===== src/rtl/rlm_pkg.sv =====
package rlm_pkg;

   localparam int FRAMES = 256;

   localparam int SAMPLE_W  = 16;
   localparam int SUM_W     = 40;
   localparam int COUNT_W   = 13;
   localparam int RMS_W     = 16;
   localparam int SMOOTH_W  = 18;
   localparam int SCALED_W  = 16;
   localparam int TOTAL_W   = 32;
   localparam int COEF_W    = 16;
   localparam int FS_W      = 18;

   localparam int DVD_W     = SUM_W + 2;
   localparam int REM_W     = FS_W;
   localparam int STEP_W    = 6;
   localparam int ROOT_W    = DVD_W / 2;

   localparam logic [COEF_W-1:0] DECAY_RESET = 16'd60948;
   localparam logic [COEF_W-1:0] GAIN_RESET  = 16'd13107;
   localparam logic [FS_W-1:0]   FS_RESET    = 18'd11141;

   localparam logic [1:0] REG_DECAY      = 2'd0;
   localparam logic [1:0] REG_GAIN       = 2'd1;
   localparam logic [1:0] REG_FULL_SCALE = 2'd2;

   typedef struct packed {
      logic              start;
      logic [REM_W-1:0]  rem_init;
      logic [DVD_W-1:0]  dividend;
      logic [FS_W-1:0]   divisor;
      logic [STEP_W-1:0] steps;
   } div_cmd_type;

   typedef struct packed {
      logic             start;
      logic [DVD_W-1:0] radicand;
   } sqrt_cmd_type;

endpackage


===== src/rtl/rlm_div.sv =====
module rlm_div (
   input  logic                      clock,
   input  logic                      reset,
   input  rlm_pkg::div_cmd_type      cmd,
   output logic                      done,
   output logic [rlm_pkg::DVD_W-1:0] quotient
);

   logic [rlm_pkg::REM_W-1:0]  rem_ff, rem_in;
   logic [rlm_pkg::DVD_W-1:0]  dvd_ff, dvd_in;
   logic [rlm_pkg::DVD_W-1:0]  quo_ff, quo_in;
   logic [rlm_pkg::FS_W-1:0]   dsr_ff, dsr_in;
   logic [rlm_pkg::STEP_W-1:0] cnt_ff, cnt_in;
   logic                       done_ff, done_in;

   logic [rlm_pkg::REM_W:0] trial;
   logic [rlm_pkg::REM_W:0] diff;
   logic                    fits;

   // one quotient bit per cycle, restoring
   always_comb begin
      trial   = {rem_ff, dvd_ff[rlm_pkg::DVD_W-1]};
      fits    = trial >= {1'b0, dsr_ff};
      diff    = trial - {1'b0, dsr_ff};
      rem_in  = rem_ff;
      dvd_in  = dvd_ff;
      quo_in  = quo_ff;
      dsr_in  = dsr_ff;
      cnt_in  = cnt_ff;
      done_in = 1'b0;
      if (cmd.start) begin
         rem_in = cmd.rem_init;
         dvd_in = cmd.dividend;
         quo_in = '0;
         dsr_in = cmd.divisor;
         cnt_in = cmd.steps;
      end else if (cnt_ff != '0) begin
         rem_in  = fits ? diff[rlm_pkg::REM_W-1:0] : trial[rlm_pkg::REM_W-1:0];
         dvd_in  = {dvd_ff[rlm_pkg::DVD_W-2:0], 1'b0};
         quo_in  = {quo_ff[rlm_pkg::DVD_W-2:0], fits};
         cnt_in  = cnt_ff - 1'b1;
         done_in = (cnt_ff == rlm_pkg::STEP_W'(1));
      end
   end

   always_ff @(posedge clock) begin
      if (reset) begin
         cnt_ff  <= '0;
         done_ff <= 1'b0;
      end else begin
         cnt_ff  <= cnt_in;
         done_ff <= done_in;
      end
      rem_ff <= rem_in;
      dvd_ff <= dvd_in;
      quo_ff <= quo_in;
      dsr_ff <= dsr_in;
   end

   assign done     = done_ff;
   assign quotient = quo_ff;

endmodule


===== src/rtl/rlm_isqrt.sv =====
module rlm_isqrt (
   input  logic                       clock,
   input  logic                       reset,
   input  rlm_pkg::sqrt_cmd_type      cmd,
   output logic                       done,
   output logic [rlm_pkg::ROOT_W-1:0] root
);

   localparam int RW = rlm_pkg::ROOT_W + 3;

   logic [rlm_pkg::DVD_W-1:0]  rad_ff, rad_in;
   logic [RW-1:0]              rem_ff, rem_in;
   logic [rlm_pkg::ROOT_W-1:0] root_ff, root_in;
   logic [4:0]                 cnt_ff, cnt_in;
   logic                       done_ff, done_in;

   logic [RW+1:0] cur;
   logic [RW+1:0] trial;
   logic [RW+1:0] diff;
   logic          fits;

   // one root bit per cycle, two radicand bits shifted in
   always_comb begin
      cur     = {rem_ff, rad_ff[rlm_pkg::DVD_W-1 -: 2]};
      trial   = {3'b000, root_ff, 2'b01};
      fits    = cur >= trial;
      diff    = cur - trial;
      rad_in  = rad_ff;
      rem_in  = rem_ff;
      root_in = root_ff;
      cnt_in  = cnt_ff;
      done_in = 1'b0;
      if (cmd.start) begin
         rad_in  = cmd.radicand;
         rem_in  = '0;
         root_in = '0;
         cnt_in  = 5'(rlm_pkg::ROOT_W);
      end else if (cnt_ff != '0) begin
         rad_in  = {rad_ff[rlm_pkg::DVD_W-3:0], 2'b00};
         rem_in  = fits ? diff[RW-1:0] : cur[RW-1:0];
         root_in = {root_ff[rlm_pkg::ROOT_W-2:0], fits};
         cnt_in  = cnt_ff - 1'b1;
         done_in = (cnt_ff == 5'd1);
      end
   end

   always_ff @(posedge clock) begin
      if (reset) begin
         cnt_ff  <= '0;
         done_ff <= 1'b0;
      end else begin
         cnt_ff  <= cnt_in;
         done_ff <= done_in;
      end
      rad_ff  <= rad_in;
      rem_ff  <= rem_in;
      root_ff <= root_in;
   end

   assign done = done_ff;
   assign root = root_ff;

endmodule


===== src/rtl/rms_level_meter_smoothed.sv =====
// Stereo RMS level meter. One frame (two Q1.15 samples) is taken per req beat and passes
// through an accept step, radix-16 squaring of both channels, and an accumulate step. A
// frame with tlast set, or the 256th frame, closes the buffer; the result then comes from
// a bit-serial divide for the mean square, a bit-serial square root, a radix-16
// multiply-accumulate for the smoothed level, and a scale divide (skipped when the level
// is at or above full_scale); the two divides share one unit. One rsp beat is produced
// per buffer; it waits in an output register, and frames keep being accepted while it is
// not taken, until the next buffer's result is ready and must wait for it.
module rms_level_meter_smoothed (
   input  logic        clock,
   input  logic        reset,
   input  logic        req_tvalid,
   output logic        req_tready,
   input  logic [31:0] req_tdata,   // left_sample[15:0], right_sample[31:16]
   input  logic        req_tlast,   // last_frame
   output logic        rsp_tvalid,
   input  logic        rsp_tready,
   // rms_level[15:0], smoothed_level[33:16], scaled_level[49:34], buffers_done[81:50]
   output logic [87:0] rsp_tdata,
   input  logic        csr_psel,
   input  logic        csr_penable,
   input  logic        csr_pwrite,
   input  logic [3:0]  csr_paddr,
   input  logic [31:0] csr_pwdata,
   output logic [31:0] csr_prdata,
   output logic        csr_pready
);

   typedef enum logic [3:0] {
      ST_IDLE,
      ST_SQUARE,
      ST_ACCUM,
      ST_MEAN_GO,
      ST_MEAN_WAIT,
      ST_ROOT_WAIT,
      ST_SMOOTH,
      ST_SCALE,
      ST_SCALE_WAIT,
      ST_FINISH
   } state_type;

   state_type state_ff, state_in;

   logic [rlm_pkg::COEF_W-1:0] decay_ff, decay_in;
   logic [rlm_pkg::COEF_W-1:0] gain_ff, gain_in;
   logic [rlm_pkg::FS_W-1:0]   fs_ff, fs_in;

   logic [rlm_pkg::SUM_W-1:0]    sum_ff, sum_in;
   logic [rlm_pkg::COUNT_W-1:0]  frames_ff, frames_in;
   logic [rlm_pkg::SMOOTH_W-1:0] smooth_ff, smooth_in;
   logic [rlm_pkg::TOTAL_W-1:0]  total_ff, total_in;

   logic        last_ff, last_in;
   logic [1:0]  cnt_ff, cnt_in;
   logic [15:0] mag_l_ff, mag_l_in;
   logic [15:0] mag_r_ff, mag_r_in;
   logic [15:0] dig_l_ff, dig_l_in;
   logic [15:0] dig_r_ff, dig_r_in;
   logic [31:0] acc_l_ff, acc_l_in;
   logic [31:0] acc_r_ff, acc_r_in;
   logic [34:0] mac_ff, mac_in;

   logic [rlm_pkg::RMS_W-1:0]    rms_ff, rms_in;
   logic [rlm_pkg::SCALED_W-1:0] scaled_ff, scaled_in;

   logic                         rsp_valid_ff, rsp_valid_in;
   logic [rlm_pkg::RMS_W-1:0]    out_rms_ff, out_rms_in;
   logic [rlm_pkg::SMOOTH_W-1:0] out_smooth_ff, out_smooth_in;
   logic [rlm_pkg::SCALED_W-1:0] out_scaled_ff, out_scaled_in;
   logic [rlm_pkg::TOTAL_W-1:0]  out_total_ff, out_total_in;

   rlm_pkg::div_cmd_type       div_cmd;
   logic                       div_done;
   logic [rlm_pkg::DVD_W-1:0]  div_quo;
   rlm_pkg::sqrt_cmd_type      sqrt_cmd;
   logic                       sqrt_done;
   logic [rlm_pkg::ROOT_W-1:0] sqrt_root;

   logic        cfg_we;
   logic [15:0] left_s, right_s;
   logic [19:0] prod_l, prod_r;
   logic [32:0] pair_sum;
   logic [40:0] sum_next;
   logic [21:0] prod_dec;
   logic [19:0] prod_gain;
   logic [34:0] mac_next;
   logic [rlm_pkg::FS_W-1:0] fs_div;
   logic        end_buf;
   logic [rlm_pkg::COUNT_W-1:0] frames_inc;

   rlm_div u_div (
      .clock    (clock),
      .reset    (reset),
      .cmd      (div_cmd),
      .done     (div_done),
      .quotient (div_quo)
   );

   rlm_isqrt u_isqrt (
      .clock (clock),
      .reset (reset),
      .cmd   (sqrt_cmd),
      .done  (sqrt_done),
      .root  (sqrt_root)
   );

   assign cfg_we     = csr_psel & csr_penable & csr_pwrite;
   assign csr_pready = 1'b1;

   always_comb begin
      unique case (csr_paddr[3:2])
         rlm_pkg::REG_DECAY:      csr_prdata = 32'(decay_ff);
         rlm_pkg::REG_GAIN:       csr_prdata = 32'(gain_ff);
         rlm_pkg::REG_FULL_SCALE: csr_prdata = 32'(fs_ff);
         default:                 csr_prdata = '0;
      endcase
   end

   assign req_tready = (state_ff == ST_IDLE);
   assign rsp_tvalid = rsp_valid_ff;
   assign rsp_tdata  = {6'b0, out_total_ff, out_scaled_ff, out_smooth_ff, out_rms_ff};

   assign left_s  = req_tdata[15:0];
   assign right_s = req_tdata[31:16];

   always_comb begin
      prod_l     = 20'(mag_l_ff) * 20'(dig_l_ff[15:12]);
      prod_r     = 20'(mag_r_ff) * 20'(dig_r_ff[15:12]);
      pair_sum   = 33'(acc_l_ff) + 33'(acc_r_ff);
      sum_next   = 41'(sum_ff) + 41'(pair_sum[32:3]);
      frames_inc = frames_ff + 1'b1;
      end_buf    = last_ff || (frames_inc >= rlm_pkg::COUNT_W'(rlm_pkg::FRAMES));
      prod_dec   = 22'(smooth_ff) * 22'(dig_l_ff[15:12]);
      prod_gain  = 20'(gain_ff) * 20'(dig_r_ff[15:12]);
      mac_next   = {mac_ff[30:0], 4'b0000} + 35'(prod_dec) + 35'(prod_gain);
      fs_div     = (fs_ff == '0) ? rlm_pkg::FS_W'(1) : fs_ff;
   end

   always_comb begin
      state_in      = state_ff;
      decay_in      = decay_ff;
      gain_in       = gain_ff;
      fs_in         = fs_ff;
      sum_in        = sum_ff;
      frames_in     = frames_ff;
      smooth_in     = smooth_ff;
      total_in      = total_ff;
      last_in       = last_ff;
      cnt_in        = cnt_ff;
      mag_l_in      = mag_l_ff;
      mag_r_in      = mag_r_ff;
      dig_l_in      = dig_l_ff;
      dig_r_in      = dig_r_ff;
      acc_l_in      = acc_l_ff;
      acc_r_in      = acc_r_ff;
      mac_in        = mac_ff;
      rms_in        = rms_ff;
      scaled_in     = scaled_ff;
      out_rms_in    = out_rms_ff;
      out_smooth_in = out_smooth_ff;
      out_scaled_in = out_scaled_ff;
      out_total_in  = out_total_ff;
      rsp_valid_in  = rsp_valid_ff && !rsp_tready;

      div_cmd.start    = 1'b0;
      div_cmd.rem_init = '0;
      div_cmd.dividend = {sum_ff, 2'b00};
      div_cmd.divisor  = rlm_pkg::FS_W'(frames_ff);
      div_cmd.steps    = rlm_pkg::STEP_W'(rlm_pkg::DVD_W);
      sqrt_cmd.start    = 1'b0;
      sqrt_cmd.radicand = div_quo;

      if (cfg_we) begin
         unique case (csr_paddr[3:2])
            rlm_pkg::REG_DECAY:      decay_in = csr_pwdata[rlm_pkg::COEF_W-1:0];
            rlm_pkg::REG_GAIN:       gain_in  = csr_pwdata[rlm_pkg::COEF_W-1:0];
            rlm_pkg::REG_FULL_SCALE: fs_in    = csr_pwdata[rlm_pkg::FS_W-1:0];
            default: ;
         endcase
      end

      unique case (state_ff)
         ST_IDLE: begin
            if (req_tvalid) begin
               mag_l_in = left_s[15] ? (~left_s + 1'b1) : left_s;
               mag_r_in = right_s[15] ? (~right_s + 1'b1) : right_s;
               dig_l_in = left_s[15] ? (~left_s + 1'b1) : left_s;
               dig_r_in = right_s[15] ? (~right_s + 1'b1) : right_s;
               acc_l_in = '0;
               acc_r_in = '0;
               cnt_in   = '0;
               last_in  = req_tlast;
               state_in = ST_SQUARE;
            end
         end
         ST_SQUARE: begin
            acc_l_in = {acc_l_ff[27:0], 4'b0000} + 32'(prod_l);
            acc_r_in = {acc_r_ff[27:0], 4'b0000} + 32'(prod_r);
            dig_l_in = {dig_l_ff[11:0], 4'b0000};
            dig_r_in = {dig_r_ff[11:0], 4'b0000};
            cnt_in   = cnt_ff + 1'b1;
            if (cnt_ff == 2'd3) begin
               state_in = ST_ACCUM;
            end
         end
         ST_ACCUM: begin
            sum_in    = sum_next[40] ? '1 : sum_next[39:0];
            frames_in = frames_inc;
            state_in  = end_buf ? ST_MEAN_GO : ST_IDLE;
         end
         ST_MEAN_GO: begin
            div_cmd.start = 1'b1;
            state_in      = ST_MEAN_WAIT;
         end
         ST_MEAN_WAIT: begin
            if (div_done) begin
               sqrt_cmd.start = 1'b1;
               state_in       = ST_ROOT_WAIT;
            end
         end
         ST_ROOT_WAIT: begin
            if (sqrt_done) begin
               rms_in   = (sqrt_root[rlm_pkg::ROOT_W-1:16] != '0) ? '1 : sqrt_root[15:0];
               dig_l_in = decay_ff;
               dig_r_in = (sqrt_root[rlm_pkg::ROOT_W-1:16] != '0) ? '1 : sqrt_root[15:0];
               mac_in   = '0;
               cnt_in   = '0;
               state_in = ST_SMOOTH;
            end
         end
         ST_SMOOTH: begin
            mac_in   = mac_next;
            dig_l_in = {dig_l_ff[11:0], 4'b0000};
            dig_r_in = {dig_r_ff[11:0], 4'b0000};
            cnt_in   = cnt_ff + 1'b1;
            if (cnt_ff == 2'd3) begin
               smooth_in = mac_next[34] ? '1 : mac_next[33:16];
               state_in  = ST_SCALE;
            end
         end
         ST_SCALE: begin
            if (smooth_ff >= fs_div) begin
               scaled_in = '1;
               state_in  = ST_FINISH;
            end else begin
               div_cmd.start    = 1'b1;
               div_cmd.rem_init = smooth_ff;
               div_cmd.dividend = '0;
               div_cmd.divisor  = fs_div;
               div_cmd.steps    = rlm_pkg::STEP_W'(rlm_pkg::SCALED_W);
               state_in         = ST_SCALE_WAIT;
            end
         end
         ST_SCALE_WAIT: begin
            if (div_done) begin
               scaled_in = div_quo[rlm_pkg::SCALED_W-1:0];
               state_in  = ST_FINISH;
            end
         end
         ST_FINISH: begin
            if (!rsp_valid_ff || rsp_tready) begin
               out_rms_in    = rms_ff;
               out_smooth_in = smooth_ff;
               out_scaled_in = scaled_ff;
               out_total_in  = total_ff + 1'b1;
               total_in      = total_ff + 1'b1;
               sum_in        = '0;
               frames_in     = '0;
               rsp_valid_in  = 1'b1;
               state_in      = ST_IDLE;
            end
         end
         default: state_in = ST_IDLE;
      endcase
   end

   always_ff @(posedge clock) begin
      if (reset) begin
         state_ff     <= ST_IDLE;
         rsp_valid_ff <= 1'b0;
         decay_ff     <= rlm_pkg::DECAY_RESET;
         gain_ff      <= rlm_pkg::GAIN_RESET;
         fs_ff        <= rlm_pkg::FS_RESET;
         sum_ff       <= '0;
         frames_ff    <= '0;
         smooth_ff    <= '0;
         total_ff     <= '0;
         cnt_ff       <= '0;
      end else begin
         state_ff     <= state_in;
         rsp_valid_ff <= rsp_valid_in;
         decay_ff     <= decay_in;
         gain_ff      <= gain_in;
         fs_ff        <= fs_in;
         sum_ff       <= sum_in;
         frames_ff    <= frames_in;
         smooth_ff    <= smooth_in;
         total_ff     <= total_in;
         cnt_ff       <= cnt_in;
      end
      last_ff       <= last_in;
      mag_l_ff      <= mag_l_in;
      mag_r_ff      <= mag_r_in;
      dig_l_ff      <= dig_l_in;
      dig_r_ff      <= dig_r_in;
      acc_l_ff      <= acc_l_in;
      acc_r_ff      <= acc_r_in;
      mac_ff        <= mac_in;
      rms_ff        <= rms_in;
      scaled_ff     <= scaled_in;
      out_rms_ff    <= out_rms_in;
      out_smooth_ff <= out_smooth_in;
      out_scaled_ff <= out_scaled_in;
      out_total_ff  <= out_total_in;
   end

endmodule

===== config.mk =====
export PLATFORM = sky130hd
export DESIGN_NAME = rms_level_meter_smoothed
export DESIGN_NICKNAME = d
export VERILOG_FILES = /design/src/rtl/rlm_pkg.sv /design/src/rtl/rlm_div.sv /design/src/rtl/rlm_isqrt.sv /design/src/rtl/rms_level_meter_smoothed.sv
export SDC_FILE = /design/constraint.sdc
export NUM_CORES = 2
export LEC_CHECK = 0
export BUFFER_PORTS_ARGS = -buffer_cell sky130_fd_sc_hd__buf_2
export CORE_ASPECT_RATIO = 0.6
export CORE_UTILIZATION = 60
export DETAILED_ROUTE_END_ITERATION = 8
export GPL_TIMING_DRIVEN = 0
export PLACE_DENSITY = 0.77
export SYNTH_ARGS = -nofsm -noshare
export SYNTH_HDL_FRONTEND = slang
export SYNTH_SLANG_ARGS = --single-unit

===== constraint.sdc =====
create_clock -name clock -period 7.4 [get_ports clock]
set_input_delay 1.11 -clock clock [delete_from_list [all_inputs] [get_ports clock]]
set_output_delay 1.11 -clock clock [all_outputs]
set_load 0.05 [all_outputs]

* Yosys cells after proc, flatten, opt, wreduce, memory -nomap -nowiden
Cells that the tools add are included.
Word-level totals: bits in registers 654, input port bits 76, output and inout bits 123
Cells by class: $add $sub $neg 15, multiply operators 4, magnitude comparators 4, eq/ne operators 22, muxes and demuxes 57, bitwise logic cells 7, reductions and logical operators 36
Operators with widths (count):
- 42-bit 2-to-1 mux | 4
- 16-bit 2-to-1 mux | 9
- 32-bit one-hot mux with 2 select lines | 2
- 16-bit one-hot mux with 3 select lines | 2
- 18-bit 2-to-1 mux | 5
- 85-bit 2-to-1 mux | 1
- 84-bit 2-to-1 mux | 1
- 40-bit 2-to-1 mux | 2
- 40-bit one-hot mux with 2 select lines | 1
- 32-bit by 20-bit adder with 32-bit output | 2
- 31-bit one-hot mux with 2 select lines | 1
- 16-bit by 4-bit multiplier with 20-bit output | 3
- 18-bit one-hot mux with 3 select lines | 1
- 40-bit by 30-bit adder with 41-bit output | 1
- 4-bit one-hot mux with 10 select lines | 1
- 35-bit by 20-bit adder with 35-bit output | 1
- 35-bit by 22-bit adder with 35-bit output | 1
- 32-bit by 32-bit adder with 33-bit output | 1
- 16-bit by 1-bit adder with 16-bit output (second input constant) | 2
- 32-bit by 1-bit adder with 32-bit output (second input constant) | 1
- 32-bit 2-to-1 mux | 1
- 16-bit NOT | 2
- 16-bit one-hot mux with 2 select lines | 1
- 31-bit 2-to-1 mux | 1
- other kinds (48) | 98

* Longest topological paths before layout
depth after elaboration 6, depth in mapped cells 21, mapped depth without buffers 20

* Cells and area by module
A second synthesis with hierarchy kept.
Unflattened totals: cells, all modules 4319, area, all modules 42303.1 um^2
By module, submodules not included:
- rms_level_meter_smoothed | times used 1, cells an instance 3226, area an instance 31069.8 um^2
- rlm_div | times used 1, cells an instance 567, area an instance 6048.3 um^2
- rlm_isqrt | times used 1, cells an instance 526, area an instance 5185.0 um^2

* Least setup slack after synthesis
Ideal clock, no wire load.
kind register -> register, start reg dig_l_ff[15], end reg smooth_ff[11] in the netlist's numbering, setup time 0.086 ns, data arrival time 5.201 ns, data required time 7.314 ns, path slack 2.113 ns, cell stages (with the launch flop) 20, path buffers 2, period minus slack after synthesis 5.287 ns, cell sequence edfxtp_1 clkbuf_1 nand2_1 fa_1 fa_1 inv_1 fa_1 fa_1 inv_1 fa_1 nor2b_1 o31ai_1 a21oi_2 a22oi_1 o31a_1 o21ai_2 nand4_2 mux2i_4 buf_4 a211oi_1
Between the ends: word-level cells in the longest chain between the ends 4
Ends and longest elaborated chain:
- from (decl) | line rms_level_meter_smoothed.sv:57 | logic [15:0] dig_l_ff, dig_l_in;
- from (signal assigned) | line rms_level_meter_smoothed.sv:304 | dig_l_ff <= dig_l_in;
- 18-bit by 4-bit multiplier with 22-bit output | line rms_level_meter_smoothed.sv:133 | prod_dec = 22'(smooth_ff) * 22'(dig_l_ff[15:12]);
- 35-bit by 22-bit adder with 35-bit output | line rms_level_meter_smoothed.sv:135 | mac_next = {mac_ff[30:0], 4'b0000} + 35'(prod_dec) + 35'(prod_gain);
- 35-bit by 20-bit adder with 35-bit output | line rms_level_meter_smoothed.sv:135
- 18-bit 2-to-1 mux | line rms_level_meter_smoothed.sv:237 | smooth_in = mac_next[34] ? '1 : mac_next[33:16];
- to (signal assigned) | line rms_level_meter_smoothed.sv:297 | smooth_ff <= smooth_in;
- to (decl) | line rms_level_meter_smoothed.sv:50 | logic [rlm_pkg::SMOOTH_W-1:0] smooth_ff, smooth_in;
Every way passes these cells. A chain may end at the register's enable or synchronous reset.

* Final worst setup path
start reg dig_l_ff[15], end reg smooth_ff[14] in the netlist's numbering
Same word-level chain as after synthesis.

==> impl_summary.txt <==
----------------------------------------------------
[CTS]
  CTS tree ... built
  CTS HTree Levels ... 2
  Clock network latency to the later pin of the worst-skew pair ... 690 ps
  Hold buffer count at cts ... 0
  Count of clock tree sinks ... 652
  CTS root buffer ... clkbuf_16
  Inserted Clock Buffers ... 60
  Bufs on Longest Clock Path ... 3
  Clock transition at the registers of the reported paths ... approximately 70 ps
  Post-CTS Repair Setup Buffers ... 0
  Number of resized instances in the post-cts repair step ... 0

[Setup path]
  Critical-path cell list ... clkbuf_1 > nand2_1 > fa_1 > fa_1 > inv_1 > fa_1 > fa_1 > inv_1 > fa_1 > nor2b_1 > o31ai_1 > a21oi_2 > a22oi_1 > o31a_1 > o21ai_2 > nand4_2 > mux2i_4 > buf_4 > a211oi_1
  Biggest cell delay along the critical path ... 640 ps
  Crit path arrival time ... 7310 ps
  Setup crit end kind ... flop
  Critical path fanouts, max ... 10
  Worst Path Class, Setup ... flop to flop
  Worst EP required ... 7920 ps
  Dominant cell type by count on the critical path ... fa_1
  Critical path launch point type ... flop
  Critical Path Slowest Stage Cell ... edfxtp_1

[Yosys]
  Cells after Synth ... about 4,400
  Flops & latches, synth ... around 650
  Asr flop ratio synth ... 0%
  Post-synth EDFFs ... 392
  Unique masters post-synth ... 93
  Yosys warnings ... 0
  Ys flop type ... edfxtp_1
  Cell type contributing the most total cell area after synthesis ... edfxtp_1
  Area share of the leading cell type in the synthesized netlist ... 28.5%
  Mapped cell area ... ~0.041 mm2
  Post-Synthesis Mean Instance Area ... 9.47 um2
  Largest cells by area after synthesis ... edfxtp_1 28%, dfxtp_1 13%, fa_1 9.6%
  Sequential cell area fraction in the yosys report ... between 40 and 50%

[Timing]
  Minimum period implied by the final worst setup slack ... 6790 ps
  Final setup viols ... 0
  Measured slew at the worst slew-check pin ... 1420 ps
  Max transition margin ... 5.08%
  Setup total negative slack ... 0 ps
  Final Cycle Share ... 91.7%
  Final number of hold-violating endpoints ... 0
  Setup repair after global routing missed its margin ... no
  Total count of max-transition violations in the final report ... 0
  Achievable frequency ... 147 MHz
  Fin Clk Skew ... approximately 42 ps

[Drt]
  Via-to-Cell Ratio ... around 6
  Number of design-rule violations left by the first detailed-router iteration ... 3,915
  Post-detailed-route DRC marker count ... 0
  Pre-Repair DR Iteration Count ... 7
  Detailed-route wire length ... 116 mm
  Detail-routed net length per standard cell ... 20.7 um
  Antenna-violating nets left ... 0
  Vias post-DR ... around 33,000

[Layout]
  Filler Cell Count ... 5,461
  Share of post-route cells with drive strength above 1 ... 7.89%
  FF+latch area ... 0.0170 mm2
  Finished layout cell area ... between 0.04 and 0.05 mm2
  Antenna Cells ... 0
  Post-layout net count ... 5,122
  Layout overhead on the synthesized area ... 10.1%
  Total area of multi-input combinational cells ... 0.0225 mm2

[Placement]
  Final Wtd Congestion ... 0.998
  Total of buffers placed on input and output ports ... 160
  Post-detailed-placement half-perimeter wirelength ... 88.5 mm
  Cell Area, Placed ... 0.0435 mm2

[Floorplanning]
  Number of primary I/O pins ... 199
  # rows ... 74
  Starting Density ... 60.7%
  Core region area ... 0.0681 mm2
  Width of the die ... approximately 340 um
  DIE AREA ... around 0.070 mm2
  Die height ... 205 um

[Status]
  Run status ... complete, no violations

[Global route]
  Maximum number of pins on one net before global-route repair ... 65
  First-pass GRT wire length ... 175 mm
  Number of global-route vias before repair ... 30,200
  Remaining global-route overflow ... 0
  GR Util All Layers ... around 33%
  Antenna violations before repair ... 2

[Power]
  Largest vdd supply drop ... ~0.00048 V
  Leakage power total ... 19.2 nW
  Areal power density over the cells ... between 500 and 600 mW/mm2

[Worst hold path]
  Type of the most critical hold path ... flop to flop

[Run]
  Max capacitance violation total ... 0

----------------------------------------------------
## per-stage QoR
step | hold slack (ps) | util, % | worst slack [ps] | total power, W | std cells
after detailed placement | 405 | 63.8 | 850 | 0.0199 | 5463
after CTS | 420 | 66.8 | 808 | 0.0233 | 5577
final | 419 | 66.8 | 611 | 0.0236 | 5577
after floorplan | 400 | - | 2110 | 0.0165 | 4386
after global placement | 403 | 63.6 | 598 | 0.0196 | 5458
after global routing | 425 | 66.8 | 391 | 0.0254 | 5577
## cells in the final DEF, fill, tap and decap left out, types with 26 or more instances in the layout
master	synthesis	final
xor2_1	96	96
and3_1	39	39
a21o_1	80	80
nand2b_1	43	43
o21ai_0	184	183
dfxtp_1	260	260
nand3_1	60	60
buf_2	12	173
nand4_1	31	31
clkbuf_16	0	62
nor2b_1	26	26
ha_1	234	234
clkbuf_1	154	160
nor3_1	76	76
nand2_1	798	798
a211oi_1	48	48
o21a_1	29	29
and2_1	178	177
inv_1	304	303
or3_1	34	34
nor2_1	270	270
fa_1	199	199
xnor2_1	132	132
a21oi_1	298	298
mux2i_1	35	35
edfxtp_1	392	392
## power breakdown
part | switching (W) | total, W | internal, W
clock | 0.00150 | 0.00325 | 0.00175
sequential | 0.000712 | 0.00592 | 0.00521
combinational | 0.00875 | 0.0144 | 0.00567
## path summary, 6_finish.rpt
kind           startpoint               end  slack (ps)  cells past startpoint
max          dig_l_ff[15]     smooth_ff[14]         610                     19
min          scaled_ff[3]  out_scaled_ff[3]         420                      0
max reg2reg  dig_l_ff[15]     smooth_ff[14]         610                     19
min reg2reg  scaled_ff[3]  out_scaled_ff[3]         420                      0
## flip-flops by register name (all words and copies together), names as in the netlist, 18 cells and up
register / count
u_isqrt.root: 21
acc_r_ff: 32
fs_ff: 18
u_div.dvd_ff: 40
u_isqrt.rem_ff: 24
mac_ff: 31
acc_l_ff: 32
smooth_ff: 18
u_div.dsr_ff: 18
out_smooth_ff: 18
total_ff: 32
out_total_ff: 32
u_div.quotient: 42
sum_ff: 40
u_div.rem_ff: 18
u_isqrt.rad_ff: 42
## routing by layer
metal  up-vias  GRT usage (%)  part of all wire, %
met2      1839           42.6                   38
met1     15700           49.9                   45
met3       202           12.6                   15
li1      15500              -                    -
met5         -          0.694                0.099
met4         4           8.06                  2.3
## worst max-delay path: cells and delay by family (launching register included)
family                     cells  cell delay, ps
buffers and inverters          4             880
and+or+nand+nor                3             590
DFF                            1             640
muxes                          1             360
adders and majority gates      5            2690
AOI/OAI and AO/OA              6            1460
## cell type report
cell class	instances	area share, %
plain buffers	203	1.91
clock inverters	31	0.637
clock buffers	83	3.87
repair buffers	165	1.95
multi-input cells	3226	49.3
flip-flops and latches	652	37.3
well taps	912	2.51
inverters	305	2.51
## synthesized netlist by cell type, types with 7 or more instances
| master | count |
|---|---|
| clkbuf_1 | 154 |
| nor2b_1 | 26 |
| nor4_1 | 13 |
| o21a_1 | 29 |
| buf_2 | 12 |
| xnor2_1 | 132 |
| a22oi_1 | 14 |
| nand3b_1 | 16 |
| nor3_1 | 76 |
| nand3_1 | 60 |
| a21oi_1 | 298 |
| mux2i_1 | 35 |
| and3_1 | 39 |
| buf_4 | 23 |
| o21ai_1 | 11 |
| a311oi_1 | 22 |
| edfxtp_1 | 392 |
| inv_1 | 304 |
| or3_1 | 34 |
| nand2_1 | 798 |
| o21ai_0 | 184 |
| a211oi_1 | 48 |
| and2_1 | 178 |
| a21o_1 | 80 |
| buf_1 | 13 |
| o31ai_1 | 13 |
| a211o_1 | 10 |
| or2_2 | 17 |
| mux2_2 | 11 |
| ha_1 | 234 |
| a31oi_1 | 17 |
| nor2_1 | 270 |
| nand2b_1 | 43 |
| a221o_1 | 13 |
| o211ai_1 | 12 |
| xor2_1 | 96 |
| nor3b_1 | 8 |
| o31a_1 | 10 |
| o21bai_1 | 15 |
| fa_1 | 199 |
| or4_1 | 7 |
| dfxtp_1 | 260 |
| nand4_1 | 31 |
## cells by family after synthesis
kind of cell	Yosys count	synth area share, %
mux	47	1.20
fa+ha+maj	433	16.7
simple gates	1645	18.3
xor+xnor	228	4.83
compound gates	852	13.0
flops	652	41.0
other cells	2	0.0182
buf+inv	508	4.86
No activity file was read; power rests on OpenSTA's default activity.
